--- src/rtl/sopll_pkg.sv ---
// shared types, constants and the arctangent table of the carrier loop
package sopll_pkg;

   localparam int ATAN_COUNT  = 24;
   localparam int STEP_W      = 5;
   localparam int CSR_INDEX_W = 3;
   // angle register width: 32-bit turns plus guard bits for the rotation fill
   localparam int ZW          = 34;
   // cordic start magnitude, gain-compensated unit vector in Q2.30
   localparam logic [31:0] ROT_X0     = 32'd652032874;
   localparam logic [31:0] QUARTER    = 32'h4000_0000;
   localparam logic [31:0] HALF_TURN  = 32'h8000_0000;

   typedef enum logic [CSR_INDEX_W-1:0] {
      CSR_START_INCREMENT = 3'd0,
      CSR_LOW_LIMIT       = 3'd1,
      CSR_HIGH_LIMIT      = 3'd2,
      CSR_PROP_GAIN       = 3'd3,
      CSR_INT_GAIN        = 3'd4
   } csr_index_type;

   typedef enum logic [3:0] {
      ST_FILL_INIT,
      ST_FILL_ITER,
      ST_FILL_WRITE,
      ST_IDLE,
      ST_MIX_MUL,
      ST_MIX_SAT,
      ST_VECTOR,
      ST_ERROR,
      ST_GAIN,
      ST_UPDATE
   } state_type;

   typedef struct packed {
      logic              load;
      logic              step;
      logic              vectoring;
      logic [STEP_W-1:0] index;
   } cordic_ctrl_type;

   // atan(2^-k) in 2^-32 turns
   function automatic logic [29:0] atan_turns(input logic [STEP_W-1:0] idx);
      logic [29:0] r;
      begin
         case (idx)
            5'd0:    r = 30'd536870912;
            5'd1:    r = 30'd316933406;
            5'd2:    r = 30'd167458907;
            5'd3:    r = 30'd85004756;
            5'd4:    r = 30'd42667331;
            5'd5:    r = 30'd21354465;
            5'd6:    r = 30'd10679838;
            5'd7:    r = 30'd5340245;
            5'd8:    r = 30'd2670163;
            5'd9:    r = 30'd1335087;
            5'd10:   r = 30'd667544;
            5'd11:   r = 30'd333772;
            5'd12:   r = 30'd166886;
            5'd13:   r = 30'd83443;
            5'd14:   r = 30'd41722;
            5'd15:   r = 30'd20861;
            5'd16:   r = 30'd10430;
            5'd17:   r = 30'd5215;
            5'd18:   r = 30'd2608;
            5'd19:   r = 30'd1304;
            5'd20:   r = 30'd652;
            5'd21:   r = 30'd326;
            5'd22:   r = 30'd163;
            5'd23:   r = 30'd81;
            default: r = 30'd0;
         endcase
         return r;
      end
   endfunction

endpackage

--- src/rtl/sopll_cordic.sv ---
// shared cordic stage: one micro-rotation per cycle, rotation or vectoring mode
module sopll_cordic import sopll_pkg::*; #(
   parameter int DW = 36
) (
   input  logic                 clock,
   input  cordic_ctrl_type      ctrl,
   input  logic signed [DW-1:0] x_init,
   input  logic signed [DW-1:0] y_init,
   input  logic signed [ZW-1:0] z_init,
   output logic signed [DW-1:0] x_out,
   output logic signed [DW-1:0] y_out,
   output logic signed [ZW-1:0] z_out
);

   logic signed [DW-1:0] x_ff, x_in;
   logic signed [DW-1:0] y_ff, y_in;
   logic signed [ZW-1:0] z_ff, z_in;
   logic signed [DW-1:0] x_sh, y_sh;
   logic signed [ZW-1:0] angle;
   logic                 y_pos;
   logic                 ccw;

   assign x_sh  = x_ff >>> ctrl.index;
   assign y_sh  = y_ff >>> ctrl.index;
   assign angle = {{(ZW-30){1'b0}}, atan_turns(ctrl.index)};
   assign y_pos = !y_ff[DW-1] && (y_ff != '0);
   // vectoring drives y to zero, rotation drives z to zero
   assign ccw   = ctrl.vectoring ? !y_pos : !z_ff[ZW-1];

   always_comb begin
      x_in = x_ff;
      y_in = y_ff;
      z_in = z_ff;
      if (ctrl.load) begin
         x_in = x_init;
         y_in = y_init;
         z_in = z_init;
      end else if (ctrl.step) begin
         if (ccw) begin
            x_in = x_ff - y_sh;
            y_in = y_ff + x_sh;
            z_in = z_ff - angle;
         end else begin
            x_in = x_ff + y_sh;
            y_in = y_ff - x_sh;
            z_in = z_ff + angle;
         end
      end
   end

   always_ff @(posedge clock) begin
      x_ff <= x_in;
      y_ff <= y_in;
      z_ff <= z_in;
   end

   assign x_out = x_ff;
   assign y_out = y_ff;
   assign z_out = z_ff;

endmodule

--- config.mk ---
export PLATFORM = sky130hd
export DESIGN_NAME = sopll_cordic
export DESIGN_NICKNAME = d
export VERILOG_FILES = /design/src/rtl/sopll_pkg.sv /design/src/rtl/sopll_cordic.sv
export SDC_FILE = /design/constraint.sdc
export NUM_CORES = 1
export LEC_CHECK = 0
export ABC_AREA = 1
export BUFFER_PORTS_ARGS = -buffer_cell sky130_fd_sc_hd__buf_2
export CELL_PAD_IN_SITES_DETAIL_PLACEMENT = 1
export CELL_PAD_IN_SITES_GLOBAL_PLACEMENT = 2
export CORE_ASPECT_RATIO = 0.7
export CORE_MARGIN = 4
export CORE_UTILIZATION = 34
export CTS_CLUSTER_SIZE = 25
export DETAILED_ROUTE_END_ITERATION = 8
export GPL_ROUTABILITY_DRIVEN = 0
export PLACE_DENSITY_LB_ADDON = 0.1
export SLEW_MARGIN = 20
export SYNTH_ARGS = -nofsm -noshare
export SYNTH_HDL_FRONTEND = slang
export SYNTH_SLANG_ARGS = --single-unit
--- constraint.sdc ---
create_clock -name clock -period 14.4 [get_ports clock]
set_clock_uncertainty 0.05 [all_clocks]
set_input_delay 2.16 -clock clock [delete_from_list [all_inputs] [get_ports clock]]
set_output_delay 2.16 -clock clock [all_outputs]
set_load 0.02 [all_outputs]
==> results.md <==
- Library cell contributing the largest single delay on the critical path: sky130_fd_sc_hd__nor4_1
- Fraction of the mapped netlist area in compound gates: 0.134
- Wire length per cell after detailed routing: 21.1 um
- Endpoint class of the critical path: flip-flop
- First-pass GRT wire length: 125000 um
- Number of distinct library cells after synthesis: 58
- Total routing usage reported by global routing: 0.285
- Reg clk slew, reported paths: 80 ps
- Maximum operating frequency: 0.117 GHz
- Total power divided by cell area: 293 nW/um^2
- Yosys Warn Count: 0
- Synthesized area per cell: 5.81 sq um
- Congestion Overflow GR: 0
- HPWL after DPL: 66700 um
- Flip-flop and latch count after synthesis: 106
- Number of buffers added by the clock tree synthesis step: 9
- Number of levels the H-tree was split into: 3
- Post-synthesis share of cell area spent on xor and xnor gates: 0.0486
- Number of nets produced by synthesis: 3300
- Classification of the worst-slack hold path: reg2reg
- Synthesized cell area: 17800 sq um
- Sum of buffers and inverters on the critical path: 5
- Multiplexer share of the synthesized area: 0
- Number of DRC violations after detailed-routing iteration 0: 1779
- Clock buffer depth: 2
- Vias in the first global route: 21100
- Ys async rst share: 0
- Layout Utilization: 0.384
- Count of nets left with antenna violations after detail routing: 0
- Commonest cells after routing, fill and taps aside: sky130_fd_sc_hd__nand2_1 (1077), sky130_fd_sc_hd__nand3_1 (463), sky130_fd_sc_hd__inv_1 (260), sky130_fd_sc_hd__nor2_1 (223), sky130_fd_sc_hd__buf_2 (219)
- Number of post-CTS setup repair buffers: 0
- Number of cells upsized or downsized after cts: 0
- Max capacitance violation total: 0
- Depth of the critical timing path with buffers and inverters included: 28
- Classification of the worst setup path: in2reg
- CTS tree: built
- Row cnt: 69
- Final period demand of the worst path: 8530 ps
- Total of buffers placed on input and output ports: 220
- Post-synth top flop: sky130_fd_sc_hd__edfxtp_1
- Die area: 56300 sq um
- Worst stage delay on the critical path: 910 ps
- Count of boundary I/O pins: 221
- Post-cts hold buffer count: 0
- Critical Path AT: 8640 ps
- Final Hold Viols: 0
- Last element of the critical path: x_out[24]
- Die width: 282 um
- Clock sink count: 106
- Combinational family with the most area after synthesis: simple AND/OR/NAND/NOR gates
- DR vias/cell: 5.57
- Post-route insts no fill: 3885
- Worst r2r path cells: 21
- Most common library cell in the layout ignoring fill and taps: sky130_fd_sc_hd__nand2_1
- Nature of the critical path startpoint: input pin
- Sequential share of the synthesized area: 0.178
- Adder-cell share of the synthesized area: 0.0826
- Setup slack of the critical path after layout: 5870 ps
- DRC: 0
- Worst rel slew slack: 0.284
- Placed insts: 3870
- Source-to-sink clock delay at the later pin of the worst-skew pair: 400 ps
- Final total power: 5.78 mW
- Summed negative setup slack over all endpoints: 0 ps
- Biggest fanout along the worst timing path: 80
- Initial DRT Pass Iterations: 5
- Simple-gate portion of the synthesized area: 0.464
- Standard cell core area: 51300 sq um
- Area overhead of the layout relative to synthesis: 10.4%
- Largest net degree at the start of global routing: 83
- R2R setup slack: 7440 ps
- Maximum VDD drop: 0.132 mV
- Leakage power total: 10.0 nW
- Unrepaired setup endpoints after global routing: false
- Die height: 200 um
- Root Buffer: sky130_fd_sc_hd__clkbuf_16
- Most repeated library cell on the critical path: sky130_fd_sc_hd__nand2_1
- Effective utilization at floorplan: 0.348
- Fin nets: 3438
- Via count: 21600
- Cells after Synth: 3069
- Final cycle utilization of the critical path: 0.592
- Slew of the pin with the lowest slew margin: 1060 ps
- CP delay by family, top: simple AND/OR/NAND/NOR gates
- Endpoint required time on the critical path: 14510 ps
- Proportion of layout cells with a drive suffix above 1: 0.114
- Total wire length after detailed routing: 82000 um
- Startpoint of the lowest-slack register-to-register path: y_out[34]
- Number of setup violations in the final report: 0
- Critical register-to-register path endpoint: x_out[24]
- Run status: finished, final reports clean
- Crit path from: ctrl[2]
- Count of pins over their slew limit: 0
- Pre-CTS setup slack: 5820 ps
- EDFF count, synth: 106
- Number of antenna violations at the first check in global routing: 0
## report_power, final
part	internal (mW)	switching, mW
registers	0.576	0.280
logic	1.50	3.11
clock network	0.169	0.143
total	2.24	3.53
## cell usage after synthesis (all sizes together) (19+ instances only)
library cell / number / area [sq um]
or2: 60 / 375
buf: 65 / 388
edfxtp: 106 / 3180
nor3: 27 / 140
o21ai: 165 / 856
nand2: 1084 / 4090
a21o: 19 / 143
nand3: 465 / 2340
nor2: 237 / 947
xnor2: 36 / 315
a31oi: 27 / 169
a21oi: 134 / 674
nand4: 25 / 156
xor2: 63 / 552
ha: 113 / 1410
clkbuf: 45 / 169
inv: 283 / 1060
## sequential cells by signal (all words and copies together), names as in the netlist
register and cells:
x_out 36, y_out 36, z_out 34
## final cells by class
| type | count | area (sq um) |
|---|---|---|
| antenna | 1 | 2.50 |
| inverter | 291 | 1100 |
| timing repair buffer | 237 | 1230 |
| tap | 674 | 843 |
| multi-input combinational | 2562 | 13000 |
| clock buffer | 9 | 225 |
| sequential | 106 | 3180 |
| clock inverter | 5 | 103 |
| fill | 7094 | 31600 |
## stage by stage
stage,area [sq um],hold slack [ps]
after floorplan,17800,777
after global placement,19400,724
after detailed placement,19400,757
after CTS,19700,775
after global routing,19700,827
final,19700,769
## cell families after synthesis
logic type	count (synthesis)
and+or+nand+nor	1933
AOI/OAI and AO/OA	414
buffers and inverters	401
adders and majority gates	116
DFF	106
xor gates and xnor gates	99
## worst min-delay path by stage
stage | from | endpoint | cells past startpoint
floorplan | z_out[33] | z_out[33] | 4
global placement | z_out[0] | z_out[0] | 3
detailed placement | z_out[0] | z_out[0] | 3
CTS | z_out[0] | z_out[0] | 3
global route | z_out[0] | z_out[0] | 3
finish | z_out[0] | z_out[0] | 3
## metal layers
layer  share of wire  track usage  vias up
met2            0.40        0.412      683
met1            0.51        0.438    10400
met4           0.020       0.0636        0
met3           0.073       0.0506       79
met5               0            0        -
li1                -            -    10500
## worst reg2reg max path, cell delays in order, from the launching register on
cell,delay [ps]
sky130_fd_sc_hd__edfxtp_1,580
sky130_fd_sc_hd__nor4_1,470
sky130_fd_sc_hd__and2_1,190
sky130_fd_sc_hd__nand4_1,160
sky130_fd_sc_hd__o211ai_1,240
sky130_fd_sc_hd__nand2_2,60
sky130_fd_sc_hd__buf_4,390
sky130_fd_sc_hd__inv_1,920
sky130_fd_sc_hd__nor2_1,130
sky130_fd_sc_hd__xnor2_1,190
sky130_fd_sc_hd__ha_1,390
sky130_fd_sc_hd__nand2_1,110
sky130_fd_sc_hd__nor4_1,890
sky130_fd_sc_hd__nand2_1,100
sky130_fd_sc_hd__nand2_1,190
sky130_fd_sc_hd__a21oi_1,120
sky130_fd_sc_hd__o21ai_0,840
sky130_fd_sc_hd__a21oi_1,220
sky130_fd_sc_hd__o21ai_0,260
sky130_fd_sc_hd__nand2_1,70
sky130_fd_sc_hd__nand3_1,90
sky130_fd_sc_hd__nand2_1,60
Power figures use the tool's default switching activity.
